File: src/rtl/core/lssr_pkg.sv
// ----------------------------------------------------------------------------
// lssr_pkg
// Shared types and constants for the line scan sensor readout unit.
// ----------------------------------------------------------------------------
package lssr_pkg;

  localparam int unsigned PIXELS_DEF      = 128;
  localparam int unsigned SAMPLE_BITS_DEF = 12;

  localparam int unsigned ADC_W   = 12;
  localparam int unsigned UNIT_W  = 16;
  localparam int unsigned THR_W   = 12;
  localparam int unsigned IDX_W   = 7;
  localparam int unsigned CFG_W   = 16;
  localparam int unsigned CIDX_W  = 1;

  localparam logic [UNIT_W-1:0] DELAY_UNIT_RST = 16'd1000;
  localparam logic [THR_W-1:0]  DARK_THR_RST   = 12'd200;

  localparam logic [CIDX_W-1:0] REG_DELAY_UNIT = 1'b0;
  localparam logic [CIDX_W-1:0] REG_DARK_THR   = 1'b1;

  typedef enum logic [2:0] {
    PH_IDLE  = 3'd0,
    PH_PRE_A = 3'd1,
    PH_PRE_B = 3'd2,
    PH_PRE_C = 3'd3,
    PH_PIX_A = 3'd4,
    PH_PIX_B = 3'd5,
    PH_TRL_A = 3'd6,
    PH_TRL_B = 3'd7
  } phase_t;

  typedef struct packed {
    logic [UNIT_W-1:0] delay_unit;
    logic [THR_W-1:0]  dark_threshold;
  } cfg_t;

  typedef struct packed {
    logic             clk_level;
    logic             si_level;
    logic             pixel_valid;
    logic [IDX_W-1:0] pixel_index;
    logic             pixel_bit;
    logic             busy_res;
    logic             frame_done;
  } res_t;

endpackage

File: src/rtl/core/lssr_seq.sv
// ----------------------------------------------------------------------------
// lssr_seq
// Frame sequencer: SI/CLK timing, wait unit counting and pixel threshold.
// State advances once per accepted tick; the result is combinational.
// ----------------------------------------------------------------------------
module lssr_seq
  import lssr_pkg::*;
#(
  parameter int unsigned PIXELS      = PIXELS_DEF,
  parameter int unsigned SAMPLE_BITS = SAMPLE_BITS_DEF
) (
  input  logic             clk,
  input  logic             rst_n,
  input  logic             step,
  input  logic             kind,
  input  logic [ADC_W-1:0] adc_sample,
  input  cfg_t             cfg,
  output res_t             res
);

  localparam int unsigned PCW = $clog2(PIXELS + 1);
  localparam logic [PCW:0] PIX_LIM = (PCW + 1)'(PIXELS);
  localparam logic [ADC_W-1:0] SAMPLE_MASK =
    (SAMPLE_BITS >= ADC_W) ? {ADC_W{1'b1}} : ADC_W'((1 << SAMPLE_BITS) - 1);

  phase_t            phase_r, phase_nxt;
  logic [UNIT_W-1:0] tick_r, tick_nxt;
  logic [1:0]        units_r, units_nxt;
  logic [PCW-1:0]    pcnt_r, pcnt_nxt;
  logic              clk_r, clk_nxt;
  logic              si_r, si_nxt;

  logic [UNIT_W-1:0] unit;
  logic [UNIT_W:0]   tick_inc;
  logic              expire;
  logic [1:0]        units_dec;
  logic [PCW:0]      pcnt_inc;
  logic [ADC_W-1:0]  sample_m;
  logic              pix_bit;

  always_ff @(posedge clk) begin
    if (!rst_n) begin
      phase_r <= PH_IDLE;
      tick_r  <= '0;
      units_r <= '0;
      pcnt_r  <= '0;
      clk_r   <= 1'b0;
      si_r    <= 1'b0;
    end else if (step) begin
      phase_r <= phase_nxt;
      tick_r  <= tick_nxt;
      units_r <= units_nxt;
      pcnt_r  <= pcnt_nxt;
      clk_r   <= clk_nxt;
      si_r    <= si_nxt;
    end
  end

  assign unit      = (cfg.delay_unit == '0) ? UNIT_W'(1) : cfg.delay_unit;
  assign tick_inc  = {1'b0, tick_r} + (UNIT_W + 1)'(1);
  assign expire    = (tick_inc >= {1'b0, unit});
  assign units_dec = (units_r != 2'd0) ? units_r - 2'd1 : 2'd0;
  assign pcnt_inc  = {1'b0, pcnt_r} + (PCW + 1)'(1);
  assign sample_m  = adc_sample & SAMPLE_MASK;
  assign pix_bit   = (sample_m > cfg.dark_threshold) ? 1'b0 : 1'b1;

  always_comb begin
    phase_nxt       = phase_r;
    tick_nxt        = tick_r;
    units_nxt       = units_r;
    pcnt_nxt        = pcnt_r;
    clk_nxt         = clk_r;
    si_nxt          = si_r;
    res.pixel_valid = 1'b0;
    res.pixel_index = '0;
    res.pixel_bit   = 1'b0;
    res.frame_done  = 1'b0;

    if (phase_r == PH_IDLE) begin
      if (kind) begin
        si_nxt    = 1'b1;
        clk_nxt   = 1'b0;
        tick_nxt  = '0;
        units_nxt = 2'd2;
        pcnt_nxt  = '0;
        phase_nxt = PH_PRE_A;
      end
    end else begin
      tick_nxt = tick_inc[UNIT_W-1:0];
      if (expire) begin
        tick_nxt  = '0;
        units_nxt = units_dec;
        if (units_dec == 2'd0) begin
          case (phase_r)
            PH_PRE_A: begin
              clk_nxt   = 1'b1;
              phase_nxt = PH_PRE_B;
              units_nxt = 2'd1;
            end
            PH_PRE_B: begin
              si_nxt    = 1'b0;
              phase_nxt = PH_PRE_C;
              units_nxt = 2'd1;
            end
            PH_PRE_C: begin
              res.pixel_valid = 1'b1;
              res.pixel_bit   = pix_bit;
              clk_nxt         = 1'b0;
              pcnt_nxt        = PCW'(1);
              phase_nxt       = PH_PIX_A;
              units_nxt       = 2'd2;
            end
            PH_PIX_A: begin
              clk_nxt   = 1'b1;
              phase_nxt = PH_PIX_B;
              units_nxt = 2'd2;
            end
            PH_PIX_B: begin
              res.pixel_valid = 1'b1;
              res.pixel_index = IDX_W'(pcnt_r);
              res.pixel_bit   = pix_bit;
              clk_nxt         = 1'b0;
              pcnt_nxt        = pcnt_inc[PCW-1:0];
              phase_nxt       = (pcnt_inc >= PIX_LIM) ? PH_TRL_A : PH_PIX_A;
              units_nxt       = 2'd2;
            end
            PH_TRL_A: begin
              clk_nxt   = 1'b1;
              phase_nxt = PH_TRL_B;
              units_nxt = 2'd2;
            end
            default: begin
              clk_nxt        = 1'b0;
              si_nxt         = 1'b0;
              phase_nxt      = PH_IDLE;
              units_nxt      = 2'd0;
              pcnt_nxt       = '0;
              res.frame_done = 1'b1;
            end
          endcase
        end
      end
    end

    res.clk_level = clk_nxt;
    res.si_level  = si_nxt;
    res.busy_res  = (phase_nxt != PH_IDLE);
  end

endmodule

File: src/rtl/core/line_scan_sensor_readout_unit.sv
// ----------------------------------------------------------------------------
// line_scan_sensor_readout_unit
// Linear sensor SI/CLK readout with per-pixel threshold, stream interface.
// ----------------------------------------------------------------------------
// Results are registered; a two-entry output buffer keeps accepting one more
// request while a result waits. Throughput: 1 request per cycle while
// in_tready is high; in_tready is low while the second (skid) entry is full.
// Reset (rst_n low, synchronous): sequencer idle, lines low, buffer empty,
// delay_unit 1000 and dark_threshold 200.
module line_scan_sensor_readout_unit
  import lssr_pkg::*;
#(
  parameter int unsigned PIXELS      = PIXELS_DEF,
  parameter int unsigned SAMPLE_BITS = SAMPLE_BITS_DEF
) (
  input  logic              clk,
  input  logic              rst_n,
  input  logic              cfg_wr_en,
  input  logic [CIDX_W-1:0] cfg_index,
  input  logic [CFG_W-1:0]  cfg_wdata,
  input  logic              in_tvalid,
  output logic              in_tready,
  input  logic [15:0]       in_tdata,   // [11:0] adc_sample, [15:12] zero
  input  logic              in_tuser,   // [0] kind
  output logic              out_tvalid,
  input  logic              out_tready,
  output logic [15:0]       out_tdata,  // [0] clk_level, [1] si_level,
                                        // [8:2] pixel_index, [9] pixel_bit,
                                        // [10] busy_res, [15:11] zero
  output logic              out_tuser,  // [0] pixel_valid
  output logic              out_tlast   // frame_done
);

  cfg_t cfg_r;
  res_t res;
  res_t out_r, skid_r;
  logic out_valid_r, skid_valid_r;
  logic acc, take;

  always_ff @(posedge clk) begin
    if (!rst_n) begin
      cfg_r.delay_unit     <= DELAY_UNIT_RST;
      cfg_r.dark_threshold <= DARK_THR_RST;
    end else if (cfg_wr_en) begin
      case (cfg_index)
        REG_DELAY_UNIT: cfg_r.delay_unit     <= cfg_wdata;
        REG_DARK_THR:   cfg_r.dark_threshold <= cfg_wdata[THR_W-1:0];
        default: ;
      endcase
    end
  end

  assign in_tready = !skid_valid_r;
  assign acc       = in_tvalid && in_tready;
  assign take      = out_valid_r && out_tready;

  lssr_seq #(
    .PIXELS      (PIXELS),
    .SAMPLE_BITS (SAMPLE_BITS)
  ) u_seq (
    .clk        (clk),
    .rst_n      (rst_n),
    .step       (acc),
    .kind       (in_tuser),
    .adc_sample (in_tdata[ADC_W-1:0]),
    .cfg        (cfg_r),
    .res        (res)
  );

  always_ff @(posedge clk) begin
    if (!rst_n) begin
      out_valid_r  <= 1'b0;
      skid_valid_r <= 1'b0;
    end else begin
      if (take) begin
        if (skid_valid_r) begin
          out_valid_r  <= 1'b1;
          skid_valid_r <= 1'b0;
        end else begin
          out_valid_r <= acc;
        end
      end else if (acc) begin
        if (out_valid_r) begin
          skid_valid_r <= 1'b1;
        end else begin
          out_valid_r <= 1'b1;
        end
      end
    end
  end

  always_ff @(posedge clk) begin
    if (take) begin
      if (skid_valid_r) begin
        out_r <= skid_r;
      end else if (acc) begin
        out_r <= res;
      end
    end else if (acc) begin
      if (out_valid_r) begin
        skid_r <= res;
      end else begin
        out_r <= res;
      end
    end
  end

  assign out_tvalid = out_valid_r;
  assign out_tdata  = {5'd0, out_r.busy_res, out_r.pixel_bit, out_r.pixel_index,
                       out_r.si_level, out_r.clk_level};
  assign out_tuser  = out_r.pixel_valid;
  assign out_tlast  = out_r.frame_done;

  a_skid_implies_out: assert property (@(posedge clk) disable iff (!rst_n)
    skid_valid_r |-> out_valid_r)
    else $error("skid entry held without output entry");

  a_done_not_busy: assert property (@(posedge clk) disable iff (!rst_n)
    (out_valid_r && out_r.frame_done) |-> !out_r.busy_res && !out_r.pixel_valid)
    else $error("frame done result still busy or carrying a pixel");

  a_no_pixel_zero: assert property (@(posedge clk) disable iff (!rst_n)
    (out_valid_r && !out_r.pixel_valid) |->
      (out_r.pixel_index == '0) && !out_r.pixel_bit)
    else $error("pixel fields nonzero without a pixel");

endmodule
File: config.mk
export PLATFORM = sky130hd
export DESIGN_NAME = line_scan_sensor_readout_unit
export DESIGN_NICKNAME = d
export VERILOG_FILES = /design/src/rtl/core/lssr_pkg.sv /design/src/rtl/core/lssr_seq.sv /design/src/rtl/core/line_scan_sensor_readout_unit.sv
export SDC_FILE = /design/constraint.sdc
export NUM_CORES = 1
export LEC_CHECK = 0
export BUFFER_PORTS_ARGS = -buffer_cell sky130_fd_sc_hd__buf_2
export CORE_MARGIN = 8
export CORE_UTILIZATION = 35
export CTS_CLUSTER_DIAMETER = 200
export DETAILED_ROUTE_END_ITERATION = 6
export PLACE_DENSITY = 0.63
export SLEW_MARGIN = 20
export SYNTH_ARGS = -nofsm -noshare
export SYNTH_HDL_FRONTEND = slang
export SYNTH_SLANG_ARGS = --single-unit
File: constraint.sdc
create_clock -name clk -period 3.13 [get_ports clk]
set_clock_uncertainty 0.05 [all_clocks]
set_input_delay 0 -clock clk [delete_from_list [all_inputs] [get_ports clk]]
set_output_delay 0 -clock clk [all_outputs]
set_load 0.03 [all_outputs]
==> Word-level counts from Yosys, hierarchy flattened <==
Index checks and enable logic that the tools add are counted.
{ "op_classes": {"n_addsub": 3, "order_cmp": 3, "n_eq_ne": 9, "muxes": 50, "bitwise_logic": 3, "reduce_logical": 28} }
{ "op_table": {"columns": ["op", "n"], "rows": [
  ["2-to-1 mux 13 bit", 5],
  ["2-to-1 mux 16 bit", 4],
  ["2-to-1 mux 8 bit", 4],
  ["2-to-1 mux 9 bit", 3],
  ["case mux 8 bit (3 select lines)", 1],
  ["2-to-1 mux 1 bit", 19],
  ["case mux 3 bit (6 select lines)", 1],
  ["adder 16 x 1 -> 17 bit, second input constant", 1],
  ["greater-or-equal comparator 17 x 16 -> 1 bit", 1],
  ["logical NOT 16 bit", 1],
  ["greater-than comparator 12 bit", 1],
  ["2-to-1 mux 2 bit", 6],
  ["2-to-1 mux 3 bit", 4],
  ["nonzero test 2 bit", 5],
  ["adder 8 x 1 -> 9 bit, second input constant", 1],
  ["equality test 3 bit, second input constant", 3],
  ["greater-or-equal comparator 9 x 8 -> 1 bit, second input constant", 1],
  ["AND reduction 3 bit", 3],
  ["AND reduction 2 bit", 4],
  ["OR reduction 4 bit", 2],
  ["2-to-1 mux 7 bit", 1],
  ["equality test 3 x 2 -> 1 bit, second input constant", 2],
  ["OR reduction 2 bit", 3],
  ["OR reduction 6 bit", 1],
  ["15 further kinds", 19]
]} }
{ "word_totals": {"ff_bits": 87, "input_bits": 39} }

==> Longest topological paths before layout <==
Gate-level depths: netlist of the first run.
{ "depth": {"depth_word": 11, "mapped_depth": 14, "depth_no_buf": 13} }

==> Modules after synthesis <==
From an unflattened synthesis of the first run, not the netlist that was laid out.
{ "hier_totals": {"hier_cells": 533, "area_unflattened_um2": 4840.9} }
{ "by_module_without_submodules": {"columns": ["mod", "n_inst", "cells_per_inst", "area_per_inst_um2", "seq_area_each_um2"], "rows": [
  ["lssr_seq", 1, 348, 2682.6, 620.6],
  ["line_scan_sensor_readout_unit", 1, 185, 2158.3, 1381.3]
]} }

==> Worst setup path after synthesis of the first run <==
No wires, ideal clock.
{ "synth_timing": {"path_type": "flip-flop to flip-flop", "from": "register u_seq.tick_r[0]", "to": "register out_r (netlist bit out_tdata[4]) (data pin)", "arrival_ns": 3.118, "setup_slack_ns": -0.298, "path_stages_with_launch": 15, "n_path_buf": 1, "period_less_slack_ns": 3.428, "cell_sequence": "dfxtp_1 > ha_1 > nand3_1 > nor2_1 > nand4_1 > and2_1 > or2_2 > ha_1 > nand4_1 > nor2_1 > a311oi_1 > a31oi_1 > buf_2 > and3_1 > mux2_2"} }
{ "synth_rtl": {"columns": ["element", "line", "text"], "rows": [
  ["start, declared", "lssr_seq.sv:27", "logic [UNIT_W-1:0] tick_r, tick_nxt;"],
  ["start signal, assigned", "lssr_seq.sv:51", "tick_r <= tick_nxt;"],
  ["end signal, assigned", "line_scan_sensor_readout_unit.sv:95", "out_r <= skid_r;"],
  ["end signal, assigned", "line_scan_sensor_readout_unit.sv:97", "out_r <= res;"],
  ["end signal, assigned", "line_scan_sensor_readout_unit.sv:103", "out_r <= res;"],
  ["end, declared", "line_scan_sensor_readout_unit.sv:36", "res_t out_r, skid_r;"]
]} }

==> Worst setup path after layout of the first run <==
{ "layout_timing": {"from": "register u_seq.tick_r[5]", "to": "register u_seq.tick_r[9]"} }
{ "layout_between": {"elab_chain_len": 4} }
{ "layout_lines": {"columns": ["element", "line", "text"], "rows": [
  ["adder 16 x 1 -> 17 bit *", "lssr_seq.sv:60", "assign tick_inc = {1'b0, tick_r} + (UNIT_W + 1)'(1);"],
  ["greater-or-equal comparator 17 x 16 -> 1 bit", "lssr_seq.sv:61", "assign expire = (tick_inc >= {1'b0, unit});"],
  ["2-to-1 mux 16 bit *", "lssr_seq.sv:90", "if (expire) begin"],
  ["2-to-1 mux 16 bit *", "lssr_seq.sv:79", "if (phase_r == PH_IDLE) begin"]
]} }
Every way passes the cells marked *; elsewhere a longest branch is shown, timed or not.
A chain may end at the register's enable or synchronous reset.

==> results of run 1 <==
==> metal layers <==
layer	wire length (um)	GRT usage, %
met5	0	0
met1	5800	17.4
met3	519	3.53
met2	6320	23.4
met4	117	3.12
==> state kept, by name, summed over array words and instances (netlist names) <==
register	count
u_seq.phase_r	3
cfg_r	28
out_tuser	1
out_tvalid	1
out_tlast	1
skid_valid_r	1
u_seq.si_r	1
out_tdata	11
u_seq.units_r	2
u_seq.pcnt_r	8
u_seq.clk_r	1
skid_r	13
u_seq.tick_r	16
==> per-stage QoR <==
stage,power [uW],hold slack (ns)
floorplan,1450,0.0510
finish,2680,0.0346
global placement,1540,0.179
CTS,2690,0.00666
detailed placement,1550,0.190
global route,2790,0.0304
==> area by class of cell <==
type,instances,area [um2],share of cell area [%]
inverter,35,131,2.02
multi-input combinational,403,2890,44.5
tap,180,225,3.47
clock buffer,10,239,3.68
sequential,87,2020,31.0
clock inverter,6,67.6,1.04
timing repair buffer,126,923,14.2
==> cell usage in the layout (no fill, tap or decap), drive strengths merged, types with 12 or more instances in the layout <==
cell type	Yosys	routed
nand4	12	12
buf	15	103
a21oi	52	52
edfxtp	26	26
o211ai	14	14
dfxtp	61	61
nand2	82	82
inv	35	37
o21ai	16	16
dlygate4sd3	0	23
nand3	20	20
nor2	29	29
and3	15	15
ha	32	32
==> power by group <==
part,internal (uW),switching (uW)
Sequential,1200,31.3
Clock,644,459
Combinational,140,208
==> critical path: stages (launching register included) <==
cell,delay [ns]
dfxtp_2,0.33
nand4_1,0.10
buf_4,0.17
nor2_4,0.15
nand4_1,0.14
and2_4,0.17
or2_4,0.23
ha_4,0.21
nand4_1,0.18
nor2_2,0.08
o31a_1,0.32
buf_6,0.15
nor4_4,0.37
buf_6,0.19
nand4_1,0.11
a31oi_1,0.15
==> final timing paths <==
| check | startpoint | end | cells after the start | slack, ns |
|---|---|---|---|---|
| max | u_seq.tick_r[5] | u_seq.tick_r[9] | 15 | -0.05 |
| min | rst_n | u_seq.phase_r[1] | 2 | 0.03 |
| max reg2reg | u_seq.tick_r[5] | u_seq.tick_r[9] | 15 | -0.05 |
| min reg2reg | cfg_r[5] | cfg_r[5] | 2 | 0.41 |
==> what timing repair did <==
action                     in CTS  in global routing
buffers inserted               14                  2
cloned                          1                  0
hold buffers                   23                  0
pin swaps                      41                 16
resized for setup              41                 20
hold endpoints to repair       30                  0
setup endpoints to repair      43                 55
==> logic make-up after synthesis <==
kind of cell | after synthesis
XOR/XNOR | 12
AO/OA/AOI/OAI | 125
buffers and inverters | 72
adder cells (fa/ha/maj) | 32
multiplexers | 14
flip-flops | 87
AND/OR/NAND/NOR | 215
other | 1
==> summary.md, run 1 <==
| Metric | Value |
|---|---|
| Synth Area in XOR/XNOR | `2.13%` |
| Relative slew slack | `43.2%` |
| Adder-cell share of the synthesized area | `8.12%` |
| Std-Cell Rows | `43` |
| Compound-gate portion of the synthesized area | `~17%` |
| Final ANT Viol Nets | `0` |
| Slew Viols, Final | `0` |
| Post-detail-place hpwl | `approximately 9000 um` |
| Grt ovf | `0` |
| Slew @ Worst Pin | `0.846 ns` |
| Failing checks | `negative setup slack` |
| Total number of vias | `4477` |
| Mux cell area share after synthesis | `about 3.1%` |
| Core ar. | `about 14000 um2` |
| Post-layout minimum cycle time | `around 3.2 ns` |
| Synthesis-to-layout area growth | `31.7%` |
| Number of clock sinks | `just under 90` |
| Post-synth EDFFs | `26` |
| Largest family of logic cells by synthesized area | `simple AND/OR/NAND/NOR gates` |
| Fin area | `6490 um2` |
| Fraction of the mapped netlist area in simple logic gates | `approximately 23%` |
| Number of global-route vias before repair | `4309` |
| Syn Area/Cell | `between 8 and 9 um2` |
| Worst VDD drop | `about 0.00024 V` |
| Largest net degree at the start of global routing | `31` |
| Non-Filler Instances | `~850` |
| Post-synth top area share | `24.8%` |
| Pre-CTS WS | `-0.209 ns` |
| DP Area | `~5600 um2` |
| Worst min path class | `input pin to flop` |
| Synth Instances | `558` |
| Final wirelength | `about 13000 um` |
| Chip Height | `135 um` |
| Post-synth top cells | `nand2_1, dfxtp_1, a21oi_1` |
| Critical path capture point type | `flop` |
| Reg clk slew, reported paths | `roughly 0.06 ns` |
| Diode count | `0` |
| Layout net count | `733` |
| Die Width | `135 um` |
| DRT iter0 DRCs | `283` |
| Final hold vios | `0` |
| Vias per cell | `between 5 and 6` |
| Final setup vio count | `12` |
| Crit path launch type | `flop` |
| Async SR Flop Fraction | `0%` |
| Max cap viols | `0` |
| Layout fillers | `between 1000 and 1500` |
| FF+latch count, synth | `between 80 and 90` |
| DRC Markers | `0` |
| Avg WL per Cell | `approximately 15 um` |
| Post-synthesis sequential area ratio | `40.6%` |
| Max frequency | `between 0.3 and 0.4 GHz` |
| LEAKAGE | `~0.0027 uW` |
| Crit Path Max Fanout | `6` |
| Cts bufs inserted | `9` |
| Initial Util | `between 30% and 40%` |
| Clock Tree Root | `clkbuf_16` |
| Pwr/cell area | `between 400 and 500 nW/um2` |
| RSZ-0062 raised after global routing | `yes` |
| Worst Setup Path Type | `flop to flop` |
| CTS tree | `yes` |
| Post-Syn Area | `4930 um2` |
| Clk buf depth | `2` |
| CTS H-tree lvls | `3` |
| Crit path DAT | `about 3.4 ns` |
| Top FF cell, synth | `dfxtp_1` |
| Fin util | `47.0%` |
| Final period utilization | `102%` |
| Worst Setup Slack, final | `-0.0529 ns` |
| Count leader, synth | `nand2_1` |
| Status | `finished with violations` |
| Die area | `18100 um2` |
| Synth unique cells | `63` |
| Data required, critical path | `between 3 and 4 ns` |
| Setup TNS | `-0.284 ns` |
| Area contributors post-synth | `dfxtp_1, edfxtp_1, ha_1` |
| First-pass GRT wire length | `20800 um` |
| Initial antenna violation count | `0` |
| GRT Overall Usage | `13.9%` |
| Worst skew pair latency | `roughly 0.34 ns` |
| Ys Warns | `0` |
| Share of cells above drive strength 1 | `28.6%` |
| Inst Count DP | `793` |
| I/O pin cnt | `~60` |
| Synth area leader | `dfxtp_1` |
| DR pass1 iterations | `4` |
| IO buf count | `49` |
| GP Congestion | `0.874` |
Note: power is estimated with default switching activity, not from simulation.
==> run 2, diff against run 1 <==
- ABC_AREA: not set -> 1
==> summary.md, run 2 <==
| Metric | Value |
|---|---|
| Status | `completed` |
| Diode count | `0 (unchanged)` |
| Syn Area/Cell | `7.53 um2 (-15%)` |
| CP Cell Sequence | `ha_4 > nand2_2 > buf_4 > inv_2 > nand2_2 > nor2_4 > xor2_2 > ha_1 > nand2_1 > o21ai_0 > a21oi_1 > nor2_2 > nor2_4 > nand3_4 > nand2_4 > clkinvlp_4 > nand3_2 > a21oi_1` |
| I/O pin cnt | `59 (unchanged)` |
| Chip Height | `134 um (-0.33%)` |
| Relative slew slack | `40.9% (-2.3 points)` |
| Total number of vias | `4457 (-0.45%)` |
| Final period utilization | `99.1% (-2.6 points)` |
| Max frequency | `0.323 GHz (+2.7%)` |
| Layout fillers | `1372 (+7.5%)` |
| Met2 wire len | `5890 um (-6.8%)` |
| Die area | `18000 um2 (-0.65%)` |
| Top FF cell, synth | `dfxtp_1` |
| Pwr Total | `2990 uW (+11%)` |
| DP Area | `5480 um2 (-1.7%)` |
| Critical path capture point type | `flop` |
| Slew @ Worst Pin | `0.883 ns (+0.0371 ns)` |
| GRT Overall Usage | `13.3% (-0.62 points)` |
| Post-synth EDFFs | `26 (unchanged)` |
| FF+latch count, synth | `87 (unchanged)` |
| GP Congestion | `0.844 (-3.5%)` |
| Crit Path Max Fanout | `6 (unchanged)` |
| Slew Viols, Final | `0 (unchanged)` |
| Initial Util | `35.5% (-0.12 points)` |
| Worst skew pair latency | `0.35 ns (about the same)` |
| Final setup vio count | `0 (-12)` |
| Synth unique cells | `37 (-41%)` |
| Worst path slowest cell | `dfxtp_4` |
| Post-synth top cells | `nand2_1, inv_1, a21oi_1` |
| Clk buf depth | `2 (unchanged)` |
| Core ar. | `13800 um2 (-0.39%)` |
| Final ANT Viol Nets | `0 (unchanged)` |
| Largest net degree at the start of global routing | `29 (-6.5%)` |
| Synth area leader | `dfxtp_1` |
| Post-Syn Area | `4890 um2 (-0.74%)` |
| Biggest regs | `cfg_r x28, u_seq.tick_r x16, skid_r x13` |
| Post-layout minimum cycle time | `3.10 ns (-0.0824 ns)` |
| Setup TNS | `0 ns (+0.284 ns)` |
| Synthesis-to-layout area growth | `32.7%` |
| Max cap viols | `0 (unchanged)` |
| Die Width | `134 um (-0.33%)` |
| HP Start | `out_tready` |
| Fin area | `6490 um2 (about the same)` |
| Worst min path class | `input pin to flop` |
| CP peak stage delay | `0.38 ns (about the same)` |
| Post-synth top area share | `25.0% (+0.18 points)` |
| RSZ-0062 raised after global routing | `yes` |
| IO buf count | `49 (unchanged)` |
| Reg2Reg Setup Slack | `0.03 ns (+0.08 ns)` |
| Count leader, synth | `nand2_1` |
| Final hold vios | `0 (unchanged)` |
| Post-detail-place hpwl | `8540 um (-5.8%)` |
| Final wirelength | `12200 um (-4.6%)` |
| Worst Setup Path Type | `flop to flop` |
| Async SR Flop Fraction | `0% (unchanged)` |
| Worst VDD drop | `0.000356 V (+49%)` |
| Crit path launch type | `flop` |
| Reg clk slew, reported paths | `0.06 ns (about the same)` |
| First-pass GRT wire length | `19800 um (-5.1%)` |
| Met3 WL | `543 um (+4.6%)` |
| Worst r2r src | `u_seq.tick_r[0]` |
| Vias per cell | `4.74 (-10%)` |
| CTS H-tree lvls | `3 (unchanged)` |
| Pwr/cell area | `460 nW/um2 (+11%)` |
| Initial antenna violation count | `0 (unchanged)` |
| Max layer used | `met4` |
| Clock Tree Root | `clkbuf_16` |
| Largest Register | `cfg_r` |
| Hold Crit Endpoint | `out_tvalid` |
| DR pass1 iterations | `4 (unchanged)` |
| Area contributors post-synth | `dfxtp_1, edfxtp_1, nand2_1` |
| WHS | `0.0283 ns (-0.00629 ns)` |
| Grt ovf | `0 (unchanged)` |
| Avg WL per Cell | `12.9 um (-14%)` |
| CTS tree | `yes` |
| Std-Cell Rows | `43 (unchanged)` |
| Wl on met1 | `5610 um (-3.2%)` |
| Reg2reg path depth | `18 (+3)` |
| Hold path cells | `4 (+2)` |
| DRC Markers | `0 (unchanged)` |
| Layout net count | `827 (+13%)` |
| LEAKAGE | `0.00303 uW (+12%)` |
| Post-synthesis sequential area ratio | `40.9% (+0.30 points)` |
| Most frequent cells in the layout | `nand2_1, inv_1, a21oi_1, dfxtp_1, nor2_1` |
| Ys Warns | `0 (unchanged)` |
| Synth Instances | `650 (+16%)` |
| Crit path DAT | `3.14 ns (-0.25 ns)` |
| Max reg flops | `28 (unchanged)` |
| Number of clock sinks | `87 (unchanged)` |
| Data required, critical path | `3.17 ns (-0.17 ns)` |
| Reg-to-Reg End | `out_tdata[4]` |
| Most common cell after layout, fill and taps aside | `nand2_1` |
| Number of global-route vias before repair | `4259 (-1.2%)` |
| DRT iter0 DRCs | `206 (-27%)` |
| Share of cells above drive strength 1 | `26.3% (-2.4 points)` |
| Cts bufs inserted | `9 (unchanged)` |
[run 2: cell count changes after synthesis, sizes merged, moves of 14 or more]
cell and change:
a21oi +19, and3 -14, inv +65, nand2 +59, nor2 +37, o21ai +23
[run 2: layout make-up]
| type | count | area, um2 | share of cell area [%] |
|---|---|---|---|
| clock buffer | 10 | 229 | 3.53 |
| timing repair inverter | 1 | 7.51 | 0.116 |
| inverter | 101 | 382 | 5.88 |
| clock inverter | 6 | 68.8 | 1.06 |
| multi-input combinational | 444 | 2790 | 42.9 |
| timing repair buffer | 112 | 786 | 12.1 |
| tap | 180 | 225 | 3.47 |
| sequential | 87 | 2010 | 31.0 |
[run 2: kinds of logic (layout without fill, tap and decap cells)]
kind of cell,after synthesis,count (layout),synth area share [%]
buffers and inverters,124,230,10.4
flip-flops,87,87,40.9
adder cells (fa/ha/maj),32,32,8.18
other,1,5,0.0766
AO/OA/AOI/OAI,130,130,14.3
XOR/XNOR,9,9,1.61
AND/OR/NAND/NOR,267,268,24.5
[run 2: power by group]
| group | switching [uW] | internal [uW] |
|---|---|---|
| sequential | 51.1 | 1230 |
| combinational | 380 | 233 |
| clock | 466 | 624 |
[run 2: per-layer routing]
| metal | track usage, % | up-vias |
|---|---|---|
| li1 | - | 2345 |
| met1 | 16.3 | 2031 |
| met2 | 22.0 | 69 |
| met3 | 4.04 | 12 |
| met4 | 3.74 | 0 |
| met5 | 0 | - |
[run 2: critical path, delay by kind of cell (launching register included)]
family / cells / cell delay, ns
AND/OR/NAND/NOR: 9 / 1.06
adder cells (fa/ha/maj): 2 / 0.42
buffers and inverters: 3 / 0.36
XOR/XNOR: 1 / 0.20
flip-flops: 1 / 0.38
AO/OA/AOI/OAI: 3 / 0.35
[run 2: per-stage QoR]
| stage | setup slack (ns) | std cells | util [%] |
|---|---|---|---|
| after floorplan | 0.147 | 654 | - |
| after global placement | -0.00171 | 891 | 39.8 |
| after detailed placement | -0.157 | 891 | 39.8 |
| after CTS | 0.0130 | 928 | 44.2 |
| after global routing | -0.175 | 941 | 47.1 |
| final | 0.0295 | 941 | 47.1 |
[run 2: how the worst max path moves through the flow]
stage / start / end
CTS: u_seq.tick_r[0] / out_tdata[10]
global route: u_seq.tick_r[0] / out_tdata[10]
floorplan: u_seq.tick_r[2] / out_tdata[1]
finish: u_seq.tick_r[0] / out_tdata[4]
detailed placement: u_seq.tick_r[0] / out_tdata[1]
global placement: u_seq.tick_r[0] / out_tlast
[run 2: what timing repair did]
action | in CTS | in global routing
gates cloned | 0 | 2
buffers inserted | 2 | 11
endpoints found under the hold margin | 36 | 0
endpoints found under the setup margin | 39 | 55
pin swaps | 8 | 27
gates resized for setup | 20 | 64
hold buffers | 19 | 0
